### config.mk
export PLATFORM = sky130hd
export DESIGN_NAME = ccx_div_cell
export DESIGN_NICKNAME = d
export VERILOG_FILES = /design/src/rtl/ccx_pkg.sv /design/src/rtl/ccx_div_cell.sv
export SDC_FILE = /design/constraint.sdc
export NUM_CORES = 1
export LEC_CHECK = 0
export BUFFER_PORTS_ARGS = -buffer_cell sky130_fd_sc_hd__buf_4
export CAP_MARGIN = 15
export CORE_AREA = 2 2 303 305
export DETAILED_ROUTE_END_ITERATION = 10
export DIE_AREA = 0 0 305 307
export PLACE_DENSITY = 0.57
export SYNTH_ARGS = -nofsm -noshare
export SYNTH_HDL_FRONTEND = slang
export SYNTH_SLANG_ARGS = --single-unit
### constraint.sdc
create_clock -name aclk -period 8.4 [get_ports aclk]
set_input_delay 0.42 -clock aclk [delete_from_list [all_inputs] [get_ports aclk]]
set_output_delay 0.42 -clock aclk [all_outputs]
set_load 0.05 [all_outputs]
### src/rtl/ccx_pkg.sv
package ccx_pkg;

    localparam int CW    = 16;
    localparam int RW    = CW - 1;
    localparam int DW    = CW + 1;
    localparam int OW    = CW + 2;
    localparam int D2W   = 2 * CW + 1;
    localparam int KW    = 2 * CW + 3;
    localparam int NW    = DW + KW;
    localparam int AW    = 2 * CW;
    localparam int PW    = 4 * CW - 2;
    localparam int SW    = PW / 2;
    localparam int QB    = CW + 5;
    localparam int REMW  = D2W + QB;
    localparam int LANES = 4;

    localparam logic [1:0] ST_OK    = 2'd0;
    localparam logic [1:0] ST_MISS  = 2'd1;
    localparam logic [1:0] ST_COINC = 2'd2;
    localparam logic [1:0] ST_SAT   = 2'd3;

    typedef struct packed {
        logic signed [CW-1:0] x0;
        logic signed [CW-1:0] y0;
        logic signed [DW-1:0] dx;
        logic signed [DW-1:0] dy;
        logic [D2W-1:0]       d2;
        logic signed [NW-1:0] nfx;
        logic signed [NW-1:0] nfy;
        logic                 miss;
        logic                 coinc;
    } ctx_t;

    typedef struct packed {
        logic [PW-1:0] n;
        logic [PW-1:0] res;
        logic [PW-1:0] bitv;
        ctx_t          ctx;
    } sq_word_t;

    typedef struct packed {
        logic signed [CW-1:0] x0;
        logic signed [CW-1:0] y0;
        logic [LANES-1:0]     neg;
        logic                 miss;
        logic                 coinc;
    } tail_t;

    typedef struct packed {
        logic [LANES-1:0][REMW-1:0] rem;
        logic [LANES-1:0][QB-1:0]   q;
        logic [REMW-1:0]            dsh;
        tail_t                      tail;
    } dv_word_t;

endpackage

### src/rtl/ccx_div_cell.sv
module ccx_div_cell (
    input  logic               aclk,
    input  logic               aresetn,
    input  logic               en,
    input  logic               in_valid,
    input  ccx_pkg::dv_word_t  in_word,
    output logic               out_valid,
    output ccx_pkg::dv_word_t  out_word
);

    logic              valid_reg;
    ccx_pkg::dv_word_t word_reg;
    ccx_pkg::dv_word_t word_next;

    always_comb begin
        word_next = in_word;
        word_next.dsh = in_word.dsh >> 1;
        for (int l = 0; l < ccx_pkg::LANES; l++) begin
            if (in_word.rem[l] >= in_word.dsh) begin
                word_next.rem[l] = in_word.rem[l] - in_word.dsh;
                word_next.q[l]   = {in_word.q[l][ccx_pkg::QB-2:0], 1'b1};
            end else begin
                word_next.q[l]   = {in_word.q[l][ccx_pkg::QB-2:0], 1'b0};
            end
        end
    end

    always_ff @(posedge aclk) begin
        if (!aresetn) begin
            valid_reg <= 1'b0;
        end else if (en) begin
            valid_reg <= in_valid;
        end
        if (en) begin
            word_reg <= word_next;
        end
    end

    assign out_valid = valid_reg;
    assign out_word  = word_reg;

endmodule

# After elaboration in Yosys (flattened, before gate mapping)
# Index checks and enable logic that the tools add are counted.
# word_totals
regBits	392
in_bits	396
out_inout_bits	393
# classes
add_sub_neg	4
magnitude_cmp	4
muxes	8
# op_table
operator	n
$ge 54x54->1	4
$mux 54	4
$sub 54x54->54	4
$mux 1	4

# Logic depth before layout (Yosys ltp)
# depth
depth_word	2
depth_mapped	16
ltp_nobuf	15

# Worst setup path after synthesis
# OpenSTA, ideal clock, no wires.
# synth_path
path_type	input-to-reg
startpoint	input in_word[176] (netlist bit)
endpoint	register word_reg, in the netlist out_word[181] (data pin)
setup_time_ns	0.260
arrival_ns	3.360
t_required_ns	8.140
slack_ns	4.780
stages	15
n_path_buf	1
path_cell_list	inv_1 -> ha_1 -> inv_1 -> fa_1 -> a21o_1 -> a221oi_2 -> o21ai_4 -> nor4_4 -> o31ai_4 -> a21oi_2 -> o211ai_2 -> nor2_2 -> o21ai_4 -> buf_12 -> mux2_4
# synth_rtl
item	line	text
from (decl)	ccx_div_cell.sv:6	input ccx_pkg::dv_word_t in_word,
to (signal assigned)	ccx_div_cell.sv:35	word_reg <= word_next;
to (decl)	ccx_div_cell.sv:12	ccx_pkg::dv_word_t word_reg;

==> flow_summary.json <==
{
  "initial_core_util_pct": 29.9,
  "cpMostUsedCell": "buf_4",
  "tritoncts": "yes",
  "status": "complete, no violations",
  "drv_slew": 0,
  "critPathCaptureType": "flip-flop",
  "firstDrtPassIters": 5,
  "synth_largest_area_cell": "edfxtp_1",
  "fp.dieH_um": 307,
  "vias_per_cell": 5.13,
  "syn_to_final_growth_pct": 38.0,
  "async_reset_ff_share_pct": 0,
  "cts_buffer_depth": 3,
  "hold_class": "input pin to flip-flop",
  "setup_viol": 0,
  "placedCellCount": 4561,
  "grt_usage_pct": 23.9,
  "cts-root-buf": "clkbuf_16",
  "drv_cap": 0,
  "grt_start_max_net_pins": 139,
  "die_w_um": 305,
  "clock-sinks": 392,
  "cts_made_buffers": 49,
  "design.core.area_um2": 90700,
  "dp_slack_ns": 3.40,
  "drive_above_1_share_pct": 26.9,
  "required_ns": 8.72,
  "dr.first_iter.drc_count": 1774,
  "setup_ws_ns": 3.51,
  "row_count": 111,
  "cpPeakStageDelay_ns": 0.55,
  "crit_path_start_kind": "input pin",
  "cts_setup_buffers": 0,
  "tightestPinTransition_ns": 1.11,
  "p_comb_share_pct": 38.1,
  "hpwl_um": 95500,
  "ys_ff_latch": 392,
  "p_sw_mw": 2.92,
  "path_class": "input pin to flip-flop",
  "gp_congestion": 0.923,
  "grt_overflow": 0,
  "final_cells": 4829,
  "route.vias.total": 24800,
  "netlist.area_leader.share_pct": 43.3,
  "grt_pass1_vias": 24500,
  "p_per_area_nw_per_um2": 204,
  "rsz0062_at_grt": "no",
  "path_cells": "dlygate4sd3_1 > buf_4 > inv_1 > fa_1 > a21o_1 > a31oi_1 > o21a_1 > o221ai_1 > buf_4 > nand3_1 > a31oi_1 > or2_2 > a31oi_4 > buf_4 > buf_4 > o21ai_0",
  "syn_area_per_cell_um2": 10.0,
  "htreeDepth": 2,
  "yosysWarnings": 0,
  "netlist_area_um2": 27100,
  "yosysMostFrequentCell": "edfxtp_1",
  "tns_ns": 0,
  "switching_share_pct": 38.2,
  "fmax_mhz": 205,
  "drt_wl_total_um": 117000,
  "cp_max_fo": 53,
  "syn_nets": 3320,
  "antenna_found_initial": 7,
  "hold_viol": 0,
  "syn_inst": 2704,
  "slew_headroom_pct": 26.3,
  "finalCriticalPeriod_ns": 4.89,
  "hold_ws_ns": 0.0489,
  "synthDistinctLibCells": 85,
  "ys.flop_type": "edfxtp_1",
  "p_clk_share_pct": 28.8,
  "num-nets-final": 4218,
  "postRouteAntennaNets": 0,
  "seq_area_frac_synth_pct": 43.4,
  "fillers": 8870,
  "dieArea_um2": 93600,
  "cp_slowest_cell": "fa_1",
  "clk_pin_slew_ns": 0.06,
  "cts_hold_repair.buffers": 176,
  "p_int_mw": 4.72,
  "insertion_delay_ns": 0.63,
  "portBuffers": 783,
  "synth_edf_count": 391,
  "skew_ns": 0,
  "synthTopCellsByCount": "edfxtp_1 (391), a21oi_1 (297), nand2_1 (272)",
  "rrSetupSlack_ns": 7.80,
  "peakVddDrop_mv": 0.165,
  "cts-resized-gates": 0,
  "drc": 0,
  "io-pin-count": 789,
  "synth_area_leaders": "edfxtp_1 (43%), ha_1 (10%), a21oi_1 (5.5%), xnor2_1 (4.0%), o21ai_0 (3.8%)",
  "critPathArrivalTime_ns": 5.21,
  "pwr-share-seq_pct": 33.1,
  "fin_crit_sh_pct": 58.2,
  "post_drt_wl_per_cell_um": 24.2,
  "grt_pass1_wl_um": 165000,
  "p_leak_nw": 16.1
}
==> path summary, 6_finish.rpt <==
check	startpoint	endpoint	cells past startpoint
setup / recovery	in_word[39]	out_word[344]	16
hold / removal	in_word[71]	out_word[70]	1
setup reg to reg	out_valid	out_valid	2
hold reg to reg	out_valid	out_valid	2
==> power groups by stage <==
stage               sequential, mW  combinational, mW  clock [mW]
floorplan                     3.33               1.08           0
global placement              2.56               2.83           0
detailed placement            2.57               2.83           0
CTS                           2.53               2.91        2.26
global route                  2.55               3.08        2.31
finish                        2.53               2.91        2.20
==> metrics by stage <==
step	util (%)	total power [mW]	instance area (µm²)
2_1_floorplan	-	4.41	27100
3_3_place_gp	37.5	5.39	34000
3_5_place_dp	37.5	5.39	34000
4_1_cts	41.2	7.69	37400
5_1_grt	41.2	7.94	37400
6_report	41.2	7.63	37400
==> worst max-delay path: cells and delay by family <==
| family | cells | cell delay, ns |
|---|---|---|
| compound gates | 7 | 1.62 |
| fa+ha+maj | 1 | 0.55 |
| buf+inv | 6 | 2.00 |
| simple gates | 2 | 0.53 |
==> metal layers <==
| layer | up-vias | wire length, µm | global-route usage [%] |
|---|---|---|---|
| li1 | 11900 | - | - |
| met1 | 11900 | 45900 | 27.5 |
| met2 | 811 | 59200 | 43.0 |
| met3 | 166 | 6100 | 4.27 |
| met4 | 0 | 5450 | 10.7 |
| met5 | - | 0 | 0 |
==> flip-flops by register name, summed over array words and instances (netlist names) <==
name / count
out_word: 391
out_valid: 1
==> cell families after synthesis <==
| logic type | Yosys count | synth area share [%] |
|---|---|---|
| flip-flops | 392 | 43.4 |
| buffers and inverters | 244 | 3.91 |
| AND/OR/NAND/NOR | 692 | 12.0 |
| AO/OA/AOI/OAI | 873 | 19.9 |
| XOR/XNOR | 199 | 6.43 |
| adder cells (fa/ha/maj) | 220 | 10.3 |
| multiplexers | 83 | 4.06 |
| other | 1 | 0.0138 |
==> placed cells by master, fill, tap and decap left out, types with 119 or more instances in the layout <==
| master | netlist | layout |
|---|---|---|
| a21o_1 | 119 | 119 |
| a21oi_1 | 297 | 297 |
| buf_4 | 8 | 796 |
| dlygate4sd3_1 | 0 | 176 |
| edfxtp_1 | 391 | 391 |
| ha_1 | 216 | 216 |
| nand2_1 | 272 | 272 |
| nor2_1 | 152 | 152 |
| o21ai_0 | 208 | 208 |
| xnor2_1 | 125 | 125 |
==> layout make-up <==
| type | count | area, µm² | share of cell area, % |
|---|---|---|---|
| timing repair buffer | 975 | 7790 | 20.8 |
| tap | 1186 | 1480 | 3.97 |
| inverter | 116 | 435 | 1.16 |
| multi-input combinational | 2068 | 14300 | 38.2 |
| clock buffer | 57 | 1260 | 3.36 |
| clock inverter | 28 | 350 | 0.937 |
| antenna | 7 | 17.5 | 0.0468 |
| sequential | 392 | 11800 | 31.4 |
No activity file was read; power rests on OpenSTA's default activity.
