## src/rtl/ccx_pkg.sv

```systemverilog
package ccx_pkg;

    localparam int CW    = 16;
    localparam int RW    = CW - 1;
    localparam int DW    = CW + 1;
    localparam int OW    = CW + 2;
    localparam int D2W   = 2 * CW + 1;
    localparam int KW    = 2 * CW + 3;
    localparam int NW    = DW + KW;
    localparam int AW    = 2 * CW;
    localparam int PW    = 4 * CW - 2;
    localparam int SW    = PW / 2;
    localparam int QB    = CW + 5;
    localparam int REMW  = D2W + QB;
    localparam int LANES = 4;

    localparam logic [1:0] ST_OK    = 2'd0;
    localparam logic [1:0] ST_MISS  = 2'd1;
    localparam logic [1:0] ST_COINC = 2'd2;
    localparam logic [1:0] ST_SAT   = 2'd3;

    typedef struct packed {
        logic signed [CW-1:0] x0;
        logic signed [CW-1:0] y0;
        logic signed [DW-1:0] dx;
        logic signed [DW-1:0] dy;
        logic [D2W-1:0]       d2;
        logic signed [NW-1:0] nfx;
        logic signed [NW-1:0] nfy;
        logic                 miss;
        logic                 coinc;
    } ctx_t;

    typedef struct packed {
        logic [PW-1:0] n;
        logic [PW-1:0] res;
        logic [PW-1:0] bitv;
        ctx_t          ctx;
    } sq_word_t;

    typedef struct packed {
        logic signed [CW-1:0] x0;
        logic signed [CW-1:0] y0;
        logic [LANES-1:0]     neg;
        logic                 miss;
        logic                 coinc;
    } tail_t;

    typedef struct packed {
        logic [LANES-1:0][REMW-1:0] rem;
        logic [LANES-1:0][QB-1:0]   q;
        logic [REMW-1:0]            dsh;
        tail_t                      tail;
    } dv_word_t;

endpackage

```

## src/rtl/ccx_sqrt_cell.sv

```systemverilog
module ccx_sqrt_cell (
    input  logic               aclk,
    input  logic               aresetn,
    input  logic               en,
    input  logic               in_valid,
    input  ccx_pkg::sq_word_t  in_word,
    output logic               out_valid,
    output ccx_pkg::sq_word_t  out_word
);

    logic              valid_reg;
    ccx_pkg::sq_word_t word_reg;
    ccx_pkg::sq_word_t word_next;
    logic [ccx_pkg::PW-1:0] trial;

    always_comb begin
        trial = in_word.res + in_word.bitv;
        word_next = in_word;
        word_next.bitv = in_word.bitv >> 2;
        if (in_word.n >= trial) begin
            word_next.n   = in_word.n - trial;
            word_next.res = (in_word.res >> 1) + in_word.bitv;
        end else begin
            word_next.res = in_word.res >> 1;
        end
    end

    always_ff @(posedge aclk) begin
        if (!aresetn) begin
            valid_reg <= 1'b0;
        end else if (en) begin
            valid_reg <= in_valid;
        end
        if (en) begin
            word_reg <= word_next;
        end
    end

    assign out_valid = valid_reg;
    assign out_word  = word_reg;

endmodule

```

## config.mk

```make
export PLATFORM = sky130hd
export DESIGN_NAME = ccx_sqrt_cell
export DESIGN_NICKNAME = d
export VERILOG_FILES = /design/src/rtl/ccx_pkg.sv /design/src/rtl/ccx_sqrt_cell.sv
export SDC_FILE = /design/constraint.sdc
export NUM_CORES = 1
export LEC_CHECK = 0
export ABC_CLOCK_PERIOD_IN_PS = 19200
export BUFFER_PORTS_ARGS = -buffer_cell sky130_fd_sc_hd__buf_2
export CORE_AREA = 2 2 306 308
export DETAILED_ROUTE_END_ITERATION = 8
export DIE_AREA = 0 0 308 310
export PLACE_DENSITY = 0.54
export SETUP_SLACK_MARGIN = 0.05
export SYNTH_ARGS = -nofsm -noshare
export SYNTH_HDL_FRONTEND = slang
export SYNTH_SLANG_ARGS = --single-unit
```

## constraint.sdc

```tcl
create_clock -name aclk -period 19.2 [get_ports aclk]
set_input_delay 2.88 -clock aclk [delete_from_list [all_inputs] [get_ports aclk]]
set_output_delay 2.88 -clock aclk [all_outputs]
set_load 0.005 [all_outputs]
```

# Word level (Yosys, flattened, before mapping)

Index checks and enable logic that the tools add are counted.

Output and inout port bits: 392
Bits in registers: 390
Word-level logic and storage cells: 20

$lt $le $gt $ge: 1
Add/sub/neg operators: 3
Multiplexer cells: 2

Operator list:

| kind                                      | number |
|---|---|
| 61-bit by 62-bit adder with 62-bit output | 1 |
| 62-bit adder                              | 1 |
| 62-bit greater-or-equal comparator        | 1 |
| 62-bit two-way mux                        | 1 |
| 62-bit subtractor                         | 1 |
| 61-bit two-way mux                        | 1 |

# Logic depth before layout (Yosys ltp)

Gate-level depths: netlist of the first run.

Word-level depth: 3
Gate-level depth with buffers: 28
Depth with buffers taken out: 24

# Least setup slack after synthesis of the first run

No wires, ideal clock.

Kind: input -> register
Start point: input in_word[218] (netlist bit)
End point: register word_reg, in the netlist out_word[327] (data pin)
Data arrival time: 7949 ps
Path slack: 11117 ps
Required time: 19065 ps
Stages: 23
Library setup time: 135 ps
Buffers on the path: 4
Cell sequence: ha_1 -> clkbuf_1 -> nand2_1 -> nor2_1 -> nand4_1 -> a21oi_1 -> o21bai_1 -> a2111oi_0 -> o2111ai_1 -> a21oi_1 -> a31oi_1 -> xor2_1 -> ha_1 -> clkbuf_1 -> nand4_1 -> or4b_4 -> o41ai_4 -> nor4b_2 -> or2_1 -> buf_6 -> buf_6 -> or4_1 -> nand3_1

RTL lines:

| element              | RTL line            | RTL |
|---|---|---|
| start, declared      | ccx_sqrt_cell.sv:6  | `input ccx_pkg::sq_word_t in_word,` |
| end signal, assigned | ccx_sqrt_cell.sv:35 | `word_reg <= word_next;` |
| end, declared        | ccx_sqrt_cell.sv:12 | `ccx_pkg::sq_word_t word_reg;` |

==> summary.md, run 1 <==
| Metric | Value |
|---|---|
| Final Critical Period | `10020 ps` |
| IO Pins | `787` |
| Max-cap violations | `0` |
| Maximum clock rate | `around 100 MHz` |
| Post-CTS Resized | `0` |
| Worst-skew pair later-pin latency | `around 600 ps` |
| Yosys warns | `0` |
| Synth area leader | `edfxtp_1` |
| Via density | `4.99` |
| TNS Setup | `0 ps` |
| Internal | `between 0.002 and 0.0025 W` |
| CP max stage delay | `820 ps` |
| Initial antenna violation count | `33` |
| Input/output buffers | `slightly below 800` |
| Max FO, Critical Path | `94` |
| TritonCTS clock tree | `done` |
| Top FF cell, synth | `edfxtp_1` |
| Die width | `308 um` |
| CTS root buffer | `clkbuf_16` |
| Synth Area in XOR/XNOR | `0.0618` |
| Placed cell count | `4166` |
| Die Ht | `310 um` |
| Simple-gate area share of the yosys netlist | `0.119` |
| WL/cell | `27.3 um` |
| Setup Fix Bufs, Post-CTS | `0` |
| Synth async-reset ratio | `0` |
| Final wirelength | `roughly 120000 um` |
| Rel. slew slack | `0.290` |
| Worst-Margin Slew | `1060 ps` |
| Clock buffer count from CTS | `50` |
| Cell Rows | `112` |
| Sequential share of power | `0.355` |
| Post-Syn Area per Cell | `10.5 um^2` |
| Peak supply drop | `0.0606 mV` |
| First-pass GRT wire length | `between 150000 and 200000 um` |
| Area contributors post-synth | `edfxtp_1 (49%), ha_1 (9.7%), a21oi_1 (4.5%)` |
| Crit path buffers/inverters | `2` |
| Design area | `30500 um^2` |
| Largest net degree at the start of global routing | `95` |
| Critical path's top delay family | `compound AO/OA/AOI/OAI gates` |
| Post-DRT Antenna Nets | `0` |
| Synth Area in Compound Gates | `0.199` |
| Crit path DAT | `10370 ps` |
| Clk network pwr share | `0.304` |
| Die Area | `approximately 95000 um^2` |
| Post-route DRC | `0` |
| DR vias | `21300` |
| Total power | `0.00313 W` |
| Area delta synth->final | `28.9%` |
| CP endpoint kind | `flip-flop` |
| Final Max Tran Viols | `0` |
| H-Tree Depth | `2` |
| List of most frequent post-synthesis cells | `edfxtp_1 (389), nand2_1 (278), a21oi_1 (211), o21ai_0 (198), ha_1 (184)` |
| GRT Total Usage | `0.231` |
| HPWL Detailed | `97700 um` |
| Area share of fa/ha/maj cells after synthesis | `0.0997` |
| Slowest CP cell | `or2_4` |
| Min Hold Slack | `523 ps` |
| Hold Vio Cnt, Final | `0` |
| Switching share of power | `0.356` |
| TritonRoute pass-1 iters | `5` |
| Core Box Area | `92500 um^2` |
| Top-count cell post-synth | `edfxtp_1` |
| Iteration-0 DRC Markers | `approximately 1800` |
| Multiplexer area fraction after synthesis | `0.00465` |
| Netlist cell types | `80` |
| Worst-path clk slew | `60 ps` |
| Post-synth EDFFs | `389` |
| Gr ovfl total | `0` |
| RePlAce Congestion | `0.912` |
| Starting density of the core | `0.256` |
| Worst EP required | `19550 ps` |
| Register area share after synthesis | `0.494` |
| P_leak | `~13 nW` |
| Vias in the first global route | `about 20000` |
| CTS Buffer Depth | `3` |
| Placed inst area | `just under 30000 um^2` |
| WS Path Type | `input port to flip-flop` |
| Cell area power density | `103 nW/um^2` |
| CTS sink cnt | `390` |
| Nets@finish | `3603` |
| RSZ-0062 raised after global routing | `no` |
| Post-Route Skew | `0 ps` |
| Hold/Removal Path Class | `flip-flop to flip-flop` |
| Synth top area share | `0.493` |
| Largest family of logic cells by synthesized area | `compound AO/OA/AOI/OAI gates` |
| Critical-path cell list | `buf_2, ha_1, o21ai_0, o21ai_0, nand4_1, a21oi_1, o21bai_1, a2111oi_0, o2111ai_1, a21oi_1, a31oi_1, xor2_1, ha_1, a21oi_1, o21a_1, o21ai_0, a211oi_1, o311ai_1, and4_1, nor4b_2, or2_4, buf_4, mux2_2` |
| Fin cells | `4274` |
| # hold bufs at CTS | `0` |
| Share of layout cells above drive strength 1 | `0.293` |
| Run status | `completed` |
| Register bit total from synthesis | `390` |
| Setup-failing EPs final | `0` |
| Final period utilization | `0.522` |
| Synthesized cell area | `23700 um^2` |
| Net Switching | `0.00112 W` |
| Critical Path Source Type | `input port` |
| Combinational Power Share | `0.341` |
| Synthesized instance count | `2252` |
-- cell families (layout without fill, tap and decap cells) --
kind of cell / Yosys count / after routing
AOI/OAI and AO/OA: 758 / 758
and+or+nand+nor: 619 / 619
DFF: 390 / 390
adders and majority gates: 187 / 187
xor gates and xnor gates: 167 / 167
buffers and inverters: 120 / 924
muxes: 10 / 10
other: 1 / 22
-- power groups by stage --
stage / registers (W) / logic [W] / clock network (W)
final: 0.00111 / 0.00107 / 0.000951
after global routing: 0.00112 / 0.00116 / 0.00100
after CTS: 0.00111 / 0.00107 / 0.000978
after global placement: 0.00113 / 0.00107 / 0
after detailed placement: 0.00113 / 0.00107 / 0
after floorplan: 0.00114 / 0.000592 / 0
-- cell usage in the layout (no fill, tap or decap), types with 50 or more instances in the layout --
| master | n |
|---|---|
| a21oi_1 | 211 |
| nand3_1 | 55 |
| edfxtp_1 | 389 |
| nand2_1 | 278 |
| o21ai_0 | 198 |
| buf_2 | 783 |
| a21o_1 | 133 |
| ha_1 | 184 |
| xor2_1 | 85 |
| clkbuf_16 | 50 |
| nor2_1 | 119 |
| xnor2_1 | 82 |
-- layer usage --
layer	wire length, um	part of all wire	track usage	up-vias
li1	-	-	-	10100
met1	45000	0.38	0.264	10300
met2	59000	0.51	0.418	735
met3	8080	0.069	0.0543	168
met4	4580	0.039	0.0861	28
met5	203	0.0017	0	-
-- layout make-up --
cell class,count,area [um^2]
Timing Repair Buffer,796,4020
Clock inverter,29,314
Multi-Input combinational cell,1743,11500
Inverter,40,150
Sequential cell,390,11700
Fill cell,9681,62000
Clock buffer,59,1280
Tap cell,1197,1500
Antenna cell,20,50.0
-- stage by stage --
| step | utilization | worst slack, ps |
|---|---|---|
| 2_1_floorplan | - | 11120 |
| 3_3_place_gp | 0.312 | 8820 |
| 3_5_place_dp | 0.312 | 8620 |
| 4_1_cts | 0.329 | 9230 |
| 5_1_grt | 0.330 | 8480 |
| 6_report | 0.330 | 9180 |
-- path summary, 6_finish.rpt --
kind / from / endpoint / slack [ps] / depth (start not counted)
min: out_valid / out_valid / 520 / 2
min reg2reg: out_valid / out_valid / 520 / 2
max: in_word[208] / out_word[330] / 9180 / 23
max reg2reg: out_valid / out_valid / 18600 / 2
-- sequential cells by signal, indices dropped and copies added, names as in the netlist --
signal / flops
out_valid: 1
out_word: 389
-- worst reg2reg max path, cell delays in order (launching register included) --
cell and delay (ps):
dfxtp_1 310, mux2i_1 120, nor2b_1 60
Power figures use the tool's default switching activity.
==> run 2, diff against run 1 <==
--- a/config.mk
+++ b/config.mk
@@ -5,12 +5,12 @@
 export SDC_FILE = /design/constraint.sdc
 export NUM_CORES = 1
 export LEC_CHECK = 0
-export ABC_CLOCK_PERIOD_IN_PS = 19200
+export ABC_CLOCK_PERIOD_IN_PS = 8600
 export BUFFER_PORTS_ARGS = -buffer_cell sky130_fd_sc_hd__buf_2
-export CORE_AREA = 2 2 306 308
+export CORE_AREA = 2 2 305 307
 export DETAILED_ROUTE_END_ITERATION = 8
-export DIE_AREA = 0 0 308 310
-export PLACE_DENSITY = 0.54
+export DIE_AREA = 0 0 307 309
+export PLACE_DENSITY = 0.56
 export SETUP_SLACK_MARGIN = 0.05
 export SYNTH_ARGS = -nofsm -noshare
 export SYNTH_HDL_FRONTEND = slang
==> constraint.sdc (replaced) <==
create_clock -name aclk -period 8.6 [get_ports aclk]
set_input_delay 1.29 -clock aclk [delete_from_list [all_inputs] [get_ports aclk]]
set_output_delay 1.29 -clock aclk [all_outputs]
set_load 0.005 [all_outputs]
==> summary.md, run 2 (synthesis results as in run 1) <==
| Metric | Value |
|---|---|
| Maximum clock rate | `140 MHz` |
| Placed cell count | `4162 (-0.096%)` |
| Peak supply drop | `0.151 mV (+150%)` |
| Hold/Removal Path Class | `flip-flop to flip-flop` |
| Worst-path clk slew | `70 ps (about the same)` |
| Seq. cell area | `11700 um^2 (unchanged)` |
| R2R Path Start | `out_valid` |
| CP endpoint kind | `flip-flop` |
| Starting density of the core | `0.259 (+0.00309)` |
| Via density | `5.01 (+0.40%)` |
| Cell area power density | `231 nW/um^2 (+120%)` |
| Fin cells | `4265 (-0.21%)` |
| Die Ht | `309 um (-0.32%)` |
| Fillcell total | `9518 (-1.7%)` |
| Max-cap violations | `0 (unchanged)` |
| Nets@finish | `3610 (+0.19%)` |
| Die Area | `94900 um^2 (-0.65%)` |
| Post-Route Skew | `0 ps (unchanged)` |
| Internal | `0.00458 W (+130%)` |
| TritonCTS clock tree | `done` |
| Final Max Tran Viols | `0 (unchanged)` |
| Switching share of power | `0.353 (-0.00339)` |
| Setup Fix Bufs, Post-CTS | `0 (unchanged)` |
| Combinational Power Share | `0.339 (-0.002)` |
| Worst EP required | `8970 ps (-10580 ps)` |
| TNS Setup | `0 ps (unchanged)` |
| CTS Buffer Depth | `3 (unchanged)` |
| Rel. slew slack | `0.359 (+0.0684)` |
| Setup-failing EPs final | `0 (unchanged)` |
| Die width | `307 um (-0.32%)` |
| Net Switching | `0.00250 W (+120%)` |
| Commonest non-fill, non-tap cell in the layout | `buf_2` |
| Commonest non-fill, non-tap cells in the layout | `buf_2 (783), edfxtp_1 (389), nand2_1 (278), a21oi_1 (211), o21ai_0 (198)` |
| Cell Rows | `111 (-0.89%)` |
| Run status | `completed` |
| H-Tree Depth | `2 (unchanged)` |
| WL/cell | `27.2 um (-0.55%)` |
| Worst-Margin Slew | `962 ps (-98.8 ps)` |
| Max FO, Critical Path | `28 (-70%)` |
| Post-DRT Antenna Nets | `0 (unchanged)` |
| DR vias | `21400 (+0.19%)` |
| TritonRoute pass-1 iters | `5 (unchanged)` |
| Worst-skew pair later-pin latency | `600 ps (about the same)` |
| # hold bufs at CTS | `0 (unchanged)` |
| Final wirelength | `116000 um (-0.76%)` |
| Largest net degree at the start of global routing | `115 (+21%)` |
| Final Critical Period | `around 7100 ps` |
| GRT Total Usage | `0.231 (about the same)` |
| Initial antenna violation count | `38 (+15%)` |
| Core Box Area | `91400 um^2 (-1.2%)` |
| RePlAce Congestion | `0.946 (+3.7%)` |
| CTS root buffer | `clkbuf_16` |
| P_leak | `13.4 nW (+0.58%)` |
| Final period utilization | `0.828` |
| Iteration-0 DRC Markers | `1742 (-5.5%)` |
| Max FFs per register | `389 (unchanged)` |
| Vias in the first global route | `20600 (+0.72%)` |
| Hold depth | `2 (unchanged)` |
| Hold Vio Cnt, Final | `0 (unchanged)` |
| First-pass GRT wire length | `155000 um (about the same)` |
| Reg2reg setup slack | `8020 ps (-10580 ps)` |
| Reg-to-Reg End | `out_valid` |
| Sequential share of power | `0.351 (-0.004)` |
| Area delta synth->final | `29.5%` |
| Clock buffer count from CTS | `50 (unchanged)` |
| Post-CTS Resized | `0 (unchanged)` |
| WS Path Type | `input port to flip-flop` |
| Clk network pwr share | `0.310 (+0.006)` |
| Post-route DRC | `0 (unchanged)` |
| CP startpoint | `in_word[269]` |
| Worst reg-to-reg path cell count | `2 (unchanged)` |
| Gr ovfl total | `0 (unchanged)` |
| IO Pins | `787 (unchanged)` |
| Input/output buffers | `784 (unchanged)` |
| Worst hold start | `out_valid` |
| CTS sink cnt | `390 (unchanged)` |
| Share of layout cells above drive strength 1 | `0.296 (+0.00361)` |
| Area of the multi-input gates | `11500 um^2 (about the same)` |
| RSZ-0062 raised after global routing | `no` |
| Critical Path Source Type | `input port` |
| Crit path DAT | `7500 ps (-2870 ps)` |
| HPWL Detailed | `96500 um (-1.2%)` |
| Hold Path End | `out_valid` |
==> run 2: changes by cell type in the layout (fill, tap and decap cells not counted), moves of 2 or more <==
cell,before,now
inv_8,2,0
clkbuf_1,9,7
inv_6,1,4
diode_2,20,12
clkinvlp_4,1,5
buf_4,12,14
buf_12,0,5
==> run 2: worst max path at each step <==
| stage | cells after the start | slack [ps] | to |
|---|---|---|---|
| 5_1_grt | 25 | 750 | out_word[368] |
| 3_3_place_gp | 25 | 950 | out_word[366] |
| 2_1_floorplan | 23 | 2110 | out_word[327] |
| 3_5_place_dp | 25 | 840 | out_word[366] |
| 4_1_cts | 25 | 1490 | out_word[366] |
| 6_report | 25 | 1480 | out_word[366] |
==> run 2: worst max-delay path: stages <==
cell	delay [ps]
buf_2	130
ha_1	340
o21ai_0	150
o21ai_0	350
nand4_1	200
a21oi_1	260
o21bai_1	170
a2111oi_0	440
buf_4	180
o2111ai_1	140
a21oi_1	330
a31oi_1	150
xor2_1	180
ha_1	410
a21oi_1	250
o21a_1	190
o21ai_0	100
a211oi_1	220
o311ai_1	170
and4_1	260
nor4b_2	520
or2_4	480
buf_12	230
a211oi_1	70
a32o_1	270
==> run 2: power by group through the flow <==
stage	logic, W	registers [W]	clock network [W]
6_report	0.00240	0.00248	0.00219
3_3_place_gp	0.00240	0.00252	0
5_1_grt	0.00262	0.00251	0.00231
2_1_floorplan	0.00132	0.00255	0
3_5_place_dp	0.00240	0.00252	0
4_1_cts	0.00241	0.00249	0.00225
==> run 2: final cells by class <==
class	count	area share
well taps	1186	0.0484
clock inverters	33	0.0117
diodes	12	0.000979
flip-flops and latches	390	0.382
clock buffers	58	0.0425
multi-input cells	1743	0.375
inverters	40	0.00490
repair buffers	803	0.135
==> run 2: layer usage <==
| layer | vias to the layer above | wire length [um] | track usage |
|---|---|---|---|
| met5 | - | 246 | 0 |
| met4 | 36 | 3410 | 0.0658 |
| met3 | 183 | 8320 | 0.0615 |
| met2 | 800 | 60100 | 0.427 |
| met1 | 10200 | 43900 | 0.259 |
| li1 | 10100 | - | - |
==> run 2: per-stage QoR <==
stage	hold WS, ps	power [W]	utilization	instance area, um^2	setup slack [ps]
2_1_floorplan	507	0.00387	-	23700	2110
6_report	506	0.00708	0.336	30700	1480
5_1_grt	580	0.00744	0.335	30600	745
4_1_cts	513	0.00715	0.335	30600	1490
3_3_place_gp	497	0.00492	0.317	29000	951
3_5_place_dp	496	0.00492	0.317	29000	840
